<file path="src/psq_pkg.sv">
// Shared types and constants for the pulse-width square oscillator.
// No dependencies; imported by every module of the block.
package psq_pkg;

    localparam logic FUNC_WRITE  = 1'b0;
    localparam logic FUNC_SAMPLE = 1'b1;

    localparam logic REG_DUTY_TARGET = 1'b0;
    localparam logic REG_SMOOTH_COEF = 1'b1;

    localparam logic [15:0] DUTY_RESET = 16'd32768;
    localparam logic [15:0] COEF_RESET = 16'd65471;

    localparam logic [16:0] COEF_ONE    = 17'd65536;
    localparam logic [33:0] SMOOTH_RND  = 34'd32768;
    localparam logic [37:0] SCALE_RND   = 38'd163840;
    localparam logic [20:0] DIV_BIAS    = 21'd655360;
    localparam logic [16:0] DIV5_RECIP  = 17'd52429;
    localparam logic [21:0] OUT_BIAS    = 22'd131072;
    localparam logic signed [21:0] OUT_MAX = 22'sd131071;
    localparam logic signed [21:0] OUT_MIN = -22'sd131072;

    typedef struct packed {
        logic               func;
        logic               wr_ok;
        logic [10:0]        addr;
        logic signed [15:0] value;
        logic [26:0]        phase_inc;
        logic signed [15:0] pwm_mod;
    } item_t;

    typedef struct packed {
        logic  valid;
        item_t item;
    } head_t;

    typedef struct packed {
        logic [15:0] duty_target;
        logic [15:0] smooth_coef;
    } cfg_t;

    typedef enum logic [3:0] {
        ST_IDLE,
        ST_SM1,
        ST_SM2,
        ST_POS,
        ST_RD2A,
        ST_RD2B,
        ST_RD2C,
        ST_MUL,
        ST_SCL,
        ST_DIV,
        ST_FIX
    } state_t;

endpackage

</file>
<file path="src/psq_oq.sv">
// Result queue: two entries of output samples between the engine and the
// consumer. Depends on psq_pkg only through the shared house style.
module psq_oq
    import psq_pkg::*;
(
    input  logic               clk,
    input  logic               rst_n,
    input  logic               wr,
    input  logic signed [17:0] wr_data,
    output logic               q_full,
    input  logic               pop,
    output logic               empty,
    output logic signed [17:0] sample
);

    logic signed [17:0] q_reg [2];
    logic               wr_ptr_reg, wr_ptr_next;
    logic               rd_ptr_reg, rd_ptr_next;
    logic [1:0]         cnt_reg, cnt_next;
    logic               do_wr, do_pop;

    assign q_full = (cnt_reg == 2'd2);
    assign empty  = (cnt_reg == 2'd0);
    assign do_wr  = wr && !q_full;
    assign do_pop = pop && !empty;

    always_comb
    begin
        wr_ptr_next = do_wr ? ~wr_ptr_reg : wr_ptr_reg;
        rd_ptr_next = do_pop ? ~rd_ptr_reg : rd_ptr_reg;
        cnt_next    = cnt_reg + 2'(do_wr) - 2'(do_pop);
    end

    always_ff @(posedge clk or negedge rst_n)
    begin
        if (!rst_n)
        begin
            wr_ptr_reg <= 1'b0;
            rd_ptr_reg <= 1'b0;
            cnt_reg    <= 2'd0;
        end
        else
        begin
            wr_ptr_reg <= wr_ptr_next;
            rd_ptr_reg <= rd_ptr_next;
            cnt_reg    <= cnt_next;
        end
    end

    always_ff @(posedge clk)
    begin
        if (do_wr)
        begin
            q_reg[wr_ptr_reg] <= wr_data;
        end
    end

    assign sample = q_reg[rd_ptr_reg];

endmodule

</file>
<file path="config.mk">
export PLATFORM = sky130hd
export DESIGN_NAME = psq_oq
export DESIGN_NICKNAME = d
export VERILOG_FILES = /design/src/psq_pkg.sv /design/src/psq_oq.sv
export SDC_FILE = /design/constraint.sdc
export NUM_CORES = 1
export LEC_CHECK = 0
export BUFFER_PORTS_ARGS = -buffer_cell sky130_fd_sc_hd__clkbuf_2
export CORE_ASPECT_RATIO = 0.6
export CORE_MARGIN = 2
export CORE_UTILIZATION = 46
export DETAILED_ROUTE_END_ITERATION = 7
export GPL_ROUTABILITY_DRIVEN = 0
export PLACE_DENSITY = 0.74
export SLEW_MARGIN = 20
export SYNTH_ARGS = -nofsm -noshare
export SYNTH_HDL_FRONTEND = slang
export SYNTH_SLANG_ARGS = --single-unit
</file>
<file path="constraint.sdc">
create_clock -name clk -period 1.7 [get_ports clk]
set_input_delay 0.17 -clock clk [delete_from_list [all_inputs] [get_ports clk]]
set_output_delay 0.17 -clock clk [all_outputs]
set_load 0.005 [all_outputs]
</file>
==> insert_results.sql, run 1 <==
INSERT INTO impl_metrics (metric_group, metric, value, unit) VALUES
('floorplan', 'start_util', '47.8', '%'),
('timing', 'worst_case_clock_skew', '0.00684', 'ns'),
('timing', 'whs', '0.0672', 'ns'),
('timing', 'post-route-min-period', '1.60', 'ns'),
('pwr', 'ir_worst_vdd', '0.787', 'mV'),
('setup_path', 'start_kind', 'flip-flop', ''),
('synthesis', 'synth_area_per_cell', '20.9', 'µm²'),
('worst_hold_path', 'hold_path.class', 'in -> reg', ''),
('timing', 'finalHoldViolations', '0', ''),
('drt', 'drt_pass1_iterations', '4', ''),
('worst_hold_path', 'whs_endpoint', 'q_reg[0][14]', ''),
('worst_hold_path', 'hold_path.startpoint', 'wr_data[14]', ''),
('clocking', 'cts_tree', 'built', ''),
('floorplan', 'row_count', '16', ''),
('cells_and_area', 'total_inserted_antenna_cells', '0', ''),
('clocking', 'root_buffer', 'sky130_fd_sc_hd__clkbuf_8', ''),
('synthesis', 'netlist_instances', '74', ''),
('timing', 'post-route-period-util', '94.2', '%'),
('setup_path', 'worstSetupPathType', 'reg -> reg', ''),
('status', 'status', 'finished clean', ''),
('worst_hold_path', 'timing.hold.worst_path_depth', '1', ''),
('timing', 'timing.fmax', '0.624', 'GHz'),
('pwr', 'comb_power_share', '31.9', '%'),
('setup_path', 'worstPathArrival', '1.78', 'ns'),
('cells_and_area', 'finalInstanceArea', '1940', 'µm²'),
('drt', 'routedWlPerCell', '14.4', 'µm'),
('synthesis', 'post-synth-top-area-cell', 'sky130_fd_sc_hd__edfxtp_1', ''),
('global_routing', 'grt_first_pass_wirelength', '3.83', 'mm'),
('clocking', 'worst_setup_hold_path_clk_slew', '0.07', 'ns'),
('setup_path', 'rr_worst_depth', '7', ''),
('place', 'place_ws', '0.0980', 'ns'),
('timing', 'grt_setup_unrepaired', 'false', ''),
('clocking', 'htree_num_levels', '2', ''),
('pwr', 'share_seq_of_total_power', '45.3', '%'),
('global_routing', 'antenna_found_initial', '0', ''),
('pwr', 'pwr_density_cell', '1670', 'nW/µm²'),
('clocking', 'insertion_delay', '0.29', 'ns'),
('drt', 'dr_total_vias', '809', ''),
('cells_and_area', 'nNetsFinal', '149', ''),
('drt', 'detailedRoute.firstIterationViolations', '42', ''),
('floorplan', 'floorplan.die.height', '49.0', 'µm'),
('place', 'dpl_cell_area', '1810', 'µm²'),
('setup_path', 'timing.reg2reg.setup_slack', '0.1', 'ns'),
('place', 'place.port_buffers', '41', ''),
('setup_path', 'path_max_fanout', '3', ''),
('synthesis', 'synth.ff_latch_count', '40', ''),
('pwr', 'p_clk_share', '22.7', '%'),
('timing', 'timing.final.ws_setup', '0.0981', 'ns'),
('timing', 'final_max_slew_viol_count', '0', ''),
('floorplan', 'io-pin-count', '42', ''),
('timing', 'max-slew-margin-rel', '83.3', '%'),
('timing', 'tightest_slew', '0.250', 'ns'),
('pwr', 'total_power', '3.25', 'mW'),
('pwr', 'sw_frac_of_total', '27.1', '%'),
('global_routing', 'number_of_global_route_vias_before_repair', '832', ''),
('drt', 'wl', '2.46', 'mm'),
('clocking', 'cts.path.max_buffers', '2', ''),
('drt', 'post_drt_via_cell_ratio', '4.73', ''),
('synthesis', 'synth.distinct_cells', '15', ''),
('job', 'max_cap_violations', '0', ''),
('floorplan', 'design.core.area', '3240', 'µm²'),
('cells_and_area', 'layout_commonest_cell', 'sky130_fd_sc_hd__clkbuf_2', ''),
('cells_and_area', 'drive_above_1_share', '60.3', '%'),
('cells_and_area', 'commonest_cells_after_routing_fill_and_taps_aside', '41 x sky130_fd_sc_hd__clkbuf_2, 36 x sky130_fd_sc_hd__edfxtp_1, 9 x sky130_fd_sc_hd__mux2_4, 9 x sky130_fd_sc_hd__mux2_2, 5 x sky130_fd_sc_hd__clkbuf_8', ''),
('global_routing', 'grt_max_degree', '19', ''),
('timing', 'tns', '0', 'ns'),
('setup_path', 'timing.critical_path.to_type', 'flip-flop', ''),
('drt', 'antenna_left', '0', ''),
('clocking', 'num_cts_buffers', '5', ''),
('cells_and_area', 'area_growth_syn_to_layout', '25.4', '%'),
('synthesis', 'total_nets_after_synthesis', '98', '');
## logic make-up after synthesis
group                    count (synthesis)  synth area share, %
flip-flops                              40                 76.3
XOR/XNOR                                 4                 2.26
AND/OR/NAND/NOR                          6                 2.10
multiplexers                            18                 15.3
buffers and inverters                    4                 2.50
adder cells (fa/ha/maj)                  2                 1.62
## critical path, cell delays in order (launching register included)
cell,delay [ns]
sky130_fd_sc_hd__dfrtp_1,0.43
sky130_fd_sc_hd__nand2b_1,0.16
sky130_fd_sc_hd__nand2_2,0.11
sky130_fd_sc_hd__ha_1,0.29
sky130_fd_sc_hd__inv_1,0.04
sky130_fd_sc_hd__ha_1,0.20
sky130_fd_sc_hd__xnor2_2,0.14
sky130_fd_sc_hd__xnor2_1,0.13
## repair_timing
item	in CTS	in global routing
endpoints found under the setup margin	0	15
endpoints found under the hold margin	4	0
gates resized for setup	0	4
hold buffers	1	0
setup buffers	0	0
## worst max path at each step
stage / slack [ns] / end / start / cells past startpoint
3_5_place_dp: 0.1 / cnt_reg[1] / cnt_reg[1] / 7
6_report: 0.1 / cnt_reg[1] / cnt_reg[1] / 7
5_1_grt: 0.003 / cnt_reg[1] / cnt_reg[1] / 7
2_1_floorplan: 0.22 / q_reg[0][0] / cnt_reg[1] / 3
4_1_cts: 0.02 / sample[1] / rd_ptr_reg / 3
3_3_place_gp: 0.24 / cnt_reg[1] / cnt_reg[1] / 7
## stage by stage
stage	util [%]	std cells
6_report	59.9	171
5_1_grt	59.9	171
4_1_cts	59.5	171
3_5_place_dp	55.9	162
3_3_place_gp	55.9	162
2_1_floorplan	-	74
## per-layer routing
| layer | track usage [%] | vias up | part of all wire (%) | wire [µm] |
|---|---|---|---|---|
| li1 | - | 380 | - | - |
| met1 | 15.7 | 393 | 42 | 1040 |
| met2 | 23.4 | 34 | 50 | 1230 |
| met3 | 7.96 | 2 | 7.6 | 187 |
| met4 | 4.31 | 0 | 0.28 | 7 |
| met5 | 0 | - | 0 | 0 |
## area by class of cell
cell class / count / area, µm²
fillers: 246 / 1300
flip-flops and latches: 40 / 1180
multi-input cells: 30 / 344
repair buffers: 46 / 245
clock buffers: 6 / 72.6
well taps: 45 / 56.3
clock inverters: 2 / 35.0
inverters: 2 / 7.51
## power by group through the flow
stage / combinational (mW) / sequential, mW / clock, mW
final: 1.04 / 1.47 / 0.737
after global routing: 1.13 / 1.49 / 0.809
after CTS: 1.04 / 1.47 / 0.763
after detailed placement: 1.03 / 1.49 / 0
after global placement: 0.998 / 1.47 / 0
after floorplan: 0.722 / 1.44 / 0
## cells in the mapped netlist
| master | number |
|---|---|
| sky130_fd_sc_hd__and3_1 | 1 |
| sky130_fd_sc_hd__nor2b_2 | 1 |
| sky130_fd_sc_hd__ha_1 | 2 |
| sky130_fd_sc_hd__nand2_1 | 1 |
| sky130_fd_sc_hd__buf_12 | 1 |
| sky130_fd_sc_hd__buf_6 | 1 |
| sky130_fd_sc_hd__nand2b_1 | 1 |
| sky130_fd_sc_hd__xnor2_1 | 3 |
| sky130_fd_sc_hd__dfrtp_1 | 4 |
| sky130_fd_sc_hd__nor2_1 | 2 |
| sky130_fd_sc_hd__edfxtp_1 | 36 |
| sky130_fd_sc_hd__mux2_4 | 9 |
| sky130_fd_sc_hd__mux2_2 | 9 |
| sky130_fd_sc_hd__inv_1 | 2 |
| sky130_fd_sc_hd__xor2_1 | 1 |
Power figures use the tool's default switching activity.
==> run 2: changes to the inputs <==
Settings changed: ABC_AREA set to 1.
==> run 2 against run 1 <==
- synthesized area is 0.65% higher
- register-to-register slack better by 0.17 ns
- clock power is 21% lower
- hold slack worse by 0.00053 ns
- utilization is 1.4 points lower
- setup slack improved by 0.089 ns
- critical path depth fell by 3
- sequential share of layout area up 1.4 points
- sequential cell count did not move
- cell count up 30%
- critical path type is now reg -> out
- highest routed layer unchanged
==> insert_results.sql, run 2 <==
INSERT INTO impl_metrics (metric_group, metric, value, unit) VALUES
('status', 'status', 'finished clean', ''),
('global_routing', 'grt_overflow_total', '0', ''),
('floorplan', 'die_outline_area', '3890', 'µm²'),
('job', 'max_cap_violations', '0', ''),
('pwr', 'comb_power_share', '33.0', '%'),
('cells_and_area', 'drive_above_1_share', '29.9', '%'),
('global_routing', 'groute.usage.overall', '15.6', '%'),
('timing', 'whs', '0.0666', 'ns'),
('synthesis', 'synth_fa_ha_area_share', '1.61', '%'),
('synthesis', 'ys.warnings.count', '0', ''),
('timing', 'post-route-period-util', '89.0', '%'),
('timing', 'final-setup-viol-count', '0', ''),
('synthesis', 'synth_common_cells', '66 x sky130_fd_sc_hd__nand2_1, 36 x sky130_fd_sc_hd__edfxtp_1, 10 x sky130_fd_sc_hd__inv_1, 4 x sky130_fd_sc_hd__dfrtp_1, 3 x sky130_fd_sc_hd__nand3_1', ''),
('clocking', 'cts.path.max_buffers', '2', ''),
('timing', 'post-route-min-period', '1.51', 'ns'),
('pwr', 'internal_dissipation', '2.02', 'mW'),
('synthesis', 'netlist_instances', '127', ''),
('cells_and_area', 'finalInstanceArea', '1900', 'µm²'),
('synthesis', 'synth-simple-area-share', '17.5', '%'),
('timing', 'tightest_slew', '0.344', 'ns'),
('timing', 'finalHoldViolations', '0', ''),
('cells_and_area', 'layout_commonest_cell', 'sky130_fd_sc_hd__nand2_1', ''),
('place', 'dp.final_hpwl', '1.78', 'mm'),
('drt', 'detailedRoute.firstIterationViolations', '52', ''),
('drt', 'dr_total_vias', '1007', ''),
('pwr', 'netsw', '1.00', 'mW'),
('floorplan', 'start_util', '48.1', '%'),
('worst_hold_path', 'hold_path.class', 'in -> reg', ''),
('synthesis', 'total_nets_after_synthesis', '151', ''),
('timing', 'timing.final.ws_setup', '0.187', 'ns'),
('synthesis', 'synth.distinct_cells', '12', ''),
('cells_and_area', 'commonest_cells_after_routing_fill_and_taps_aside', '66 x sky130_fd_sc_hd__nand2_1, 41 x sky130_fd_sc_hd__clkbuf_2, 36 x sky130_fd_sc_hd__edfxtp_1, 10 x sky130_fd_sc_hd__inv_1, 5 x sky130_fd_sc_hd__clkbuf_8', ''),
('drt', 'detail_route.drc_violations', '0', ''),
('setup_path', 'required', '1.53', 'ns'),
('setup_path', 'worstSetupPathType', 'reg -> out', ''),
('clocking', 'insertion_delay', '0.29', 'ns'),
('timing', 'tns', '0', 'ns'),
('cells_and_area', 'area_growth_syn_to_layout', '21.7', '%'),
('cells_and_area', 'total_inserted_antenna_cells', '0', ''),
('pwr', 'p_clk_share', '19.4', '%'),
('setup_path', 'worstPathArrival', '1.34', 'ns'),
('synthesis', 'synth-xor-area-share', '0', '%'),
('synthesis', 'multiplexer_area_fraction_after_synthesis', '0', '%'),
('place', 'place_ws', '0.286', 'ns'),
('synthesis', 'synthArstFlopShare', '10.0', '%'),
('global_routing', 'number_of_global_route_vias_before_repair', '1017', ''),
('floorplan', 'die_width', '79.2', 'µm'),
('clocking', 'cts_tree', 'built', ''),
('pwr', 'share_seq_of_total_power', '47.7', '%'),
('drt', 'wl', '2.61', 'mm'),
('synthesis', 'synthTopCellsByArea', 'sky130_fd_sc_hd__edfxtp_1 69%, sky130_fd_sc_hd__nand2_1 16%, sky130_fd_sc_hd__dfrtp_1 6.4%, sky130_fd_sc_hd__inv_1 2.4%, sky130_fd_sc_hd__ha_1 1.6%', ''),
('cells_and_area', 'nNetsFinal', '200', ''),
('clocking', 'tritoncts_sink_count', '40', ''),
('synthesis', 'synthesis.area', '1560', 'µm²'),
('global_routing', 'grt_first_pass_wirelength', '4.35', 'mm'),
('drt', 'drt_pass1_iterations', '4', ''),
('place', 'place.port_buffers', '41', ''),
('place', 'dpl_cell_area', '1810', 'µm²'),
('setup_path', 'path_max_fanout', '19', ''),
('floorplan', 'row_count', '16', ''),
('timing', 'max-slew-margin-rel', '77.0', '%'),
('global_routing', 'antenna_found_initial', '0', ''),
('timing', 'timing.fmax', '0.661', 'GHz'),
('timing', 'grt_setup_unrepaired', 'false', ''),
('synthesis', 'ys.flop_type', 'sky130_fd_sc_hd__edfxtp_1', ''),
('synthesis', 'sequential_fraction_of_the_synthesis_area', '75.8', '%'),
('pwr', 'pwr_density_cell', '1590', 'nW/µm²'),
('synthesis', 'post-synth-top-area-cell', 'sky130_fd_sc_hd__edfxtp_1', ''),
('cells_and_area', 'multi_input_comb_area', '300', 'µm²'),
('setup_path', 'timing.reg2reg.setup_slack', '0.27', 'ns'),
('synthesis', 'synth_top_family_by_area', 'simple AND/OR/NAND/NOR gates', ''),
('floorplan', 'floorplan.die.height', '49.1', 'µm'),
('timing', 'final_max_slew_viol_count', '0', ''),
('synthesis', 'yosys.cell_count.top_type', 'sky130_fd_sc_hd__nand2_1', ''),
('cells_and_area', 'regArea', '1180', 'µm²'),
('drt', 'routedWlPerCell', '11.8', 'µm'),
('clocking', 'num_cts_buffers', '5', ''),
('synthesis', 'synth_area_per_cell', '12.3', 'µm²'),
('cells_and_area', 'flip_flop_count_of_the_largest_register_after_layout', '36', ''),
('clocking', 'post_cts_resize_count', '0', ''),
('clocking', 'root_buffer', 'sky130_fd_sc_hd__clkbuf_8', ''),
('setup_path', 'start_kind', 'flip-flop', ''),
('synthesis', 'synth_top_cell_area_share', '69.3', '%'),
('floorplan', 'design.core.area', '3240', 'µm²'),
('synthesis', 'synth.ff_latch_count', '40', ''),
('clocking', 'cts_setup_buffers', '0', ''),
('timing', 'worst_case_clock_skew', '0.00535', 'ns'),
('pwr', 'cellLeakagePower', '0.897', 'nW'),
('synthesis', 'area_fraction_in_compound_gates_after_synthesis', '0', '%'),
('cells_and_area', 'fillers', '270', ''),
('setup_path', 'timing.critical_path.to_type', 'primary output', ''),
('global_routing', 'grt_max_degree', '20', ''),
('pwr', 'sw_frac_of_total', '33.1', '%'),
('synthesis', 'number_of_flops_mapped_to_enable_cells_by_yosys', '36', ''),
('drt', 'post_drt_via_cell_ratio', '4.54', ''),
('pwr', 'ir_worst_vdd', '0.780', 'mV'),
('floorplan', 'io-pin-count', '42', ''),
('clocking', 'htree_num_levels', '2', ''),
('clocking', 'worst_setup_hold_path_clk_slew', '0.07', 'ns'),
('drt', 'antenna_left', '0', '');
[run 2: changes by cell type after synthesis, sizes merged, moves of 3 or more]
| cell | previous run | this run |
|---|---|---|
| nand3 | 0 | 3 |
| inv | 2 | 11 |
| nand2 | 1 | 67 |
| mux2 | 18 | 0 |
| xnor2 | 3 | 0 |
[run 2: stage by stage]
stage | cells | power [mW] | utilization [%]
4_1_cts | 222 | 3.06 | 58.5
3_5_place_dp | 213 | 2.48 | 55.7
5_1_grt | 222 | 3.27 | 58.5
6_report | 222 | 3.02 | 58.5
2_1_floorplan | 127 | 2.09 | -
3_3_place_gp | 213 | 2.43 | 55.7
[run 2: area by class of cell]
cell class / instances / area share, %
multi-input combinational: 73 / 15.8
tap: 45 / 2.97
inverter: 11 / 2.18
clock inverter: 1 / 0.264
clock buffer: 7 / 4.02
sequential: 40 / 62.2
timing repair buffer: 45 / 12.5
[run 2: metal layers]
layer / global-route usage [%] / routed length (µm) / up-vias
li1: - / - / 509
met1: 16.8 / 1070 / 461
met2: 26.1 / 1340 / 32
met3: 7.41 / 171 / 5
met4: 6.90 / 36 / 0
met5: 0 / 0 / -
[run 2: final timing paths]
check                            from          end  cells after the start
max in group asynchronous       rst_n   rd_ptr_reg                      2
setup / recovery           rd_ptr_reg    sample[4]                      4
hold / removal             wr_data[7]  q_reg[0][7]                      1
min in group asynchronous       rst_n   cnt_reg[1]                      2
setup reg to reg           cnt_reg[0]   cnt_reg[1]                      9
hold reg to reg            wr_ptr_reg   wr_ptr_reg                      2
[run 2: power groups by stage]
| stage | registers [mW] | logic [mW] | clock network, mW |
|---|---|---|---|
| after global routing | 1.46 | 1.16 | 0.647 |
| final | 1.44 | 0.996 | 0.585 |
| after CTS | 1.44 | 1.02 | 0.599 |
| after floorplan | 1.43 | 0.664 | 0 |
| after global placement | 1.45 | 0.980 | 0 |
| after detailed placement | 1.46 | 1.02 | 0 |
[run 2: worst max-delay path, cell delays in order, from the launching register on]
cell and delay (ns):
sky130_fd_sc_hd__dfrtp_1 0.46, sky130_fd_sc_hd__inv_2 0.31, sky130_fd_sc_hd__nand2_1 0.08, sky130_fd_sc_hd__nand2_1 0.09, sky130_fd_sc_hd__clkbuf_2 0.11
[run 2: logic make-up after synthesis]
kind of cell / count (synthesis)
adders and majority gates: 2
buffers and inverters: 14
DFF: 40
and+or+nand+nor: 71
[run 2: what timing repair did]
item,CTS,global route
endpoints found under the setup margin,0,0
hold endpoints to repair,4,0
hold buffers,1,0
==> run 3: changes to the inputs <==
Settings changed: CORE_UTILIZATION 46 to 51, HOLD_SLACK_MARGIN set to 0.05, PLACE_DENSITY 0.74 to 0.78.
Clock period 1.7 ns to 1.4 ns, I/O delays scaled along.
==> run 3 against run 2 <==
- sequential power up 21%
- largest power group unchanged
- first-iteration DRC count increased by 7.7%
- highest routed layer unchanged
- sequential share of layout area decreased by 7.0 points
- clock skew fell by 0.00062 ns
- non-clock buffer count grew 21
- critical path type is now reg -> reg
==> insert_results.sql, run 3 (synthesized netlist as in run 2, its figures left out) <==
INSERT INTO impl_metrics (metric_group, metric, value, unit) VALUES
('cells_and_area', 'nNetsFinal', '221', ''),
('setup_path', 'worstReg2RegEnd', 'cnt_reg[1]', ''),
('setup_path', 'timing.critical_path.to_type', 'flip-flop', ''),
('pwr', 'ir_worst_vdd', '0.900', 'mV'),
('clocking', 'tritoncts_sink_count', '40', ''),
('cells_and_area', 'drive_above_1_share', '33.3', '%'),
('place', 'place.port_buffers', '41', ''),
('floorplan', 'start_util', '53.9', '%'),
('clocking', 'cts_tree', 'built', ''),
('setup_path', 'rr_worst_depth', '9', ''),
('setup_path', 'required', '1.59', 'ns'),
('timing', 'post-route-min-period', '1.37', 'ns'),
('global_routing', 'antenna_found_initial', '0', ''),
('global_routing', 'grt_overflow_total', '0', ''),
('timing', 'max-slew-margin-rel', '87.1', '%'),
('timing', 'final-setup-viol-count', '0', ''),
('job', 'max_cap_violations', '0', ''),
('timing', 'post-route-period-util', '97.5', '%'),
('cells_and_area', 'area_growth_syn_to_layout', '37.2', '%'),
('setup_path', 'path_max_fanout', '3', ''),
('pwr', 'total_power', '3.94', 'mW'),
('cells_and_area', 'total_inserted_antenna_cells', '0', ''),
('setup_path', 'timing.reg2reg.setup_slack', '0.03', 'ns'),
('drt', 'post_drt_via_cell_ratio', '4.73', ''),
('timing', 'timing.fmax', '0.732', 'GHz'),
('global_routing', 'number_of_global_route_vias_before_repair', '1070', ''),
('worst_hold_path', 'hold_path.startpoint', 'wr_data[11]', ''),
('worst_hold_path', 'hold_path.class', 'in -> reg', ''),
('clocking', 'cts.path.max_buffers', '2', ''),
('cells_and_area', 'commonest_cells_after_routing_fill_and_taps_aside', '63 x sky130_fd_sc_hd__nand2_1, 41 x sky130_fd_sc_hd__clkbuf_2, 36 x sky130_fd_sc_hd__edfxtp_1, 17 x sky130_fd_sc_hd__dlygate4sd3_1, 7 x sky130_fd_sc_hd__inv_1', ''),
('status', 'status', 'finished clean', ''),
('global_routing', 'groute.usage.overall', '18.1', '%'),
('worst_hold_path', 'timing.hold.worst_path_depth', '1', ''),
('pwr', 'cellLeakagePower', '0.988', 'nW'),
('clocking', 'root_buffer', 'sky130_fd_sc_hd__clkbuf_8', ''),
('cells_and_area', 'layout_commonest_cell', 'sky130_fd_sc_hd__nand2_1', ''),
('drt', 'drt_pass1_iterations', '4', ''),
('cells_and_area', 'flip_flop_count_of_the_largest_register_after_layout', '36', ''),
('setup_path', 'start_kind', 'flip-flop', ''),
('floorplan', 'die_outline_area', '3530', 'µm²'),
('setup_path', 'worst_path_largest_cell_delay', '0.41', 'ns'),
('clocking', 'insertion_delay', '0.29', 'ns'),
('clocking', 'num_cts_buffers', '5', ''),
('setup_path', 'crit-reg2reg-launch', 'cnt_reg[1]', ''),
('place', 'dp.final_hpwl', '1.85', 'mm'),
('timing', 'finalHoldViolations', '0', ''),
('worst_hold_path', 'whs_endpoint', 'q_reg[1][11]', ''),
('floorplan', 'io-pin-count', '42', ''),
('setup_path', 'cell_class_contributing_the_biggest_share_of_worst_path_delay', 'adder cells', ''),
('setup_path', 'critical_path.slowest_cell', 'sky130_fd_sc_hd__dfrtp_1', ''),
('timing', 'tns', '0', 'ns'),
('drt', 'wl', '3.01', 'mm'),
('drt', 'detail_route.drc_violations', '0', ''),
('floorplan', 'floorplan.die.height', '46.8', 'µm'),
('timing', 'grt_setup_unrepaired', 'true', ''),
('clocking', 'htree_num_levels', '2', ''),
('timing', 'final_max_slew_viol_count', '0', ''),
('timing', 'whs', '0.0546', 'ns'),
('global_routing', 'grt_first_pass_wirelength', '4.37', 'mm'),
('drt', 'antenna_left', '0', ''),
('floorplan', 'design.core.area', '2890', 'µm²'),
('drt', 'dr_total_vias', '1134', ''),
('floorplan', 'row_count', '15', ''),
('pwr', 'pwr_density_cell', '1840', 'nW/µm²'),
('floorplan', 'die_width', '75.4', 'µm'),
('clocking', 'worst_setup_hold_path_clk_slew', '0.07', 'ns'),
('setup_path', 'worstSetupPathType', 'reg -> reg', ''),
('setup_path', 'crit_chain', 'inv_2, nand2_2, nand2_2, inv_2, ha_4, inv_1, ha_2, nand3_1, nand2_1', ''),
('setup_path', 'crit_start', 'cnt_reg[1]', ''),
('timing', 'tightest_slew', '0.194', 'ns'),
('drt', 'routedWlPerCell', '12.6', 'µm'),
('drt', 'detailedRoute.firstIterationViolations', '56', ''),
('timing', 'worst_case_clock_skew', '0.00473', 'ns'),
('setup_path', 'critical_path_buf_inv_count', '3', ''),
('setup_path', 'worstPathArrival', '1.55', 'ns'),
('global_routing', 'grt_max_degree', '20', '');
-- run 3: cell count changes in the layout (fill, tap and decap cells not counted), moves of 2 or more --
| cell | change |
|---|---|
| sky130_fd_sc_hd__nand2_2 | +3 |
| sky130_fd_sc_hd__ha_1 | -2 |
| sky130_fd_sc_hd__inv_2 | +2 |
| sky130_fd_sc_hd__nand2_1 | -3 |
| sky130_fd_sc_hd__dlygate4sd3_1 | +16 |
| sky130_fd_sc_hd__inv_1 | -3 |
| sky130_fd_sc_hd__buf_4 | +3 |
-- run 3: per-stage QoR --
stage | utilization (%) | cell area [µm²] | std cells | setup WS (ns)
final | 74.0 | 2140 | 240 | 0.0345
after detailed placement | 63.5 | 1840 | 212 | 0.000395
after CTS | 72.2 | 2090 | 237 | 0.0129
after global placement | 63.5 | 1840 | 212 | 0.0784
after floorplan | - | 1570 | 127 | 0.0937
after global routing | 74.0 | 2140 | 240 | -0.0602
-- run 3: what timing repair did --
| item | 4_1_cts | 5_1_grt |
|---|---|---|
| hold endpoints to repair | 34 | 2 |
| endpoints found under the setup margin | 1 | 18 |
| resized for setup | 2 | 9 |
| hold buffers | 16 | 1 |
| pin swaps | 1 | 3 |
| setup buffers | 1 | 2 |
-- run 3: cell type report --
class / count / area (µm²)
fill: 200 / 752
clock buffer: 7 / 76.3
inverter: 11 / 43.8
multi-input combinational: 73 / 328
sequential: 40 / 1180
clock inverter: 1 / 5.00
timing repair buffer: 66 / 452
tap: 42 / 52.6
-- run 3: worst max-delay path by stage --
stage / end / slack, ns / cells past startpoint
finish: cnt_reg[1] / 0.03 / 9
CTS: cnt_reg[1] / 0.01 / 9
floorplan: q_reg[0][0] / 0.09 / 3
global route: cnt_reg[1] / -0.06 / 9
detailed placement: cnt_reg[1] / 0.0004 / 9
global placement: cnt_reg[1] / 0.08 / 9
-- run 3: metal layers --
metal	global-route usage [%]	vias to the layer above	share of wire [%]
li1	-	557	-
met1	19.2	529	41
met2	32.3	41	51
met3	6.22	7	5.5
met4	10.9	0	1.7
met5	0	-	0
-- run 3: power breakdown --
| group | internal, mW | switching [mW] |
|---|---|---|
| Clock | 0.349 | 0.372 |
| Combinational | 0.629 | 0.850 |
| Sequential | 1.64 | 0.105 |
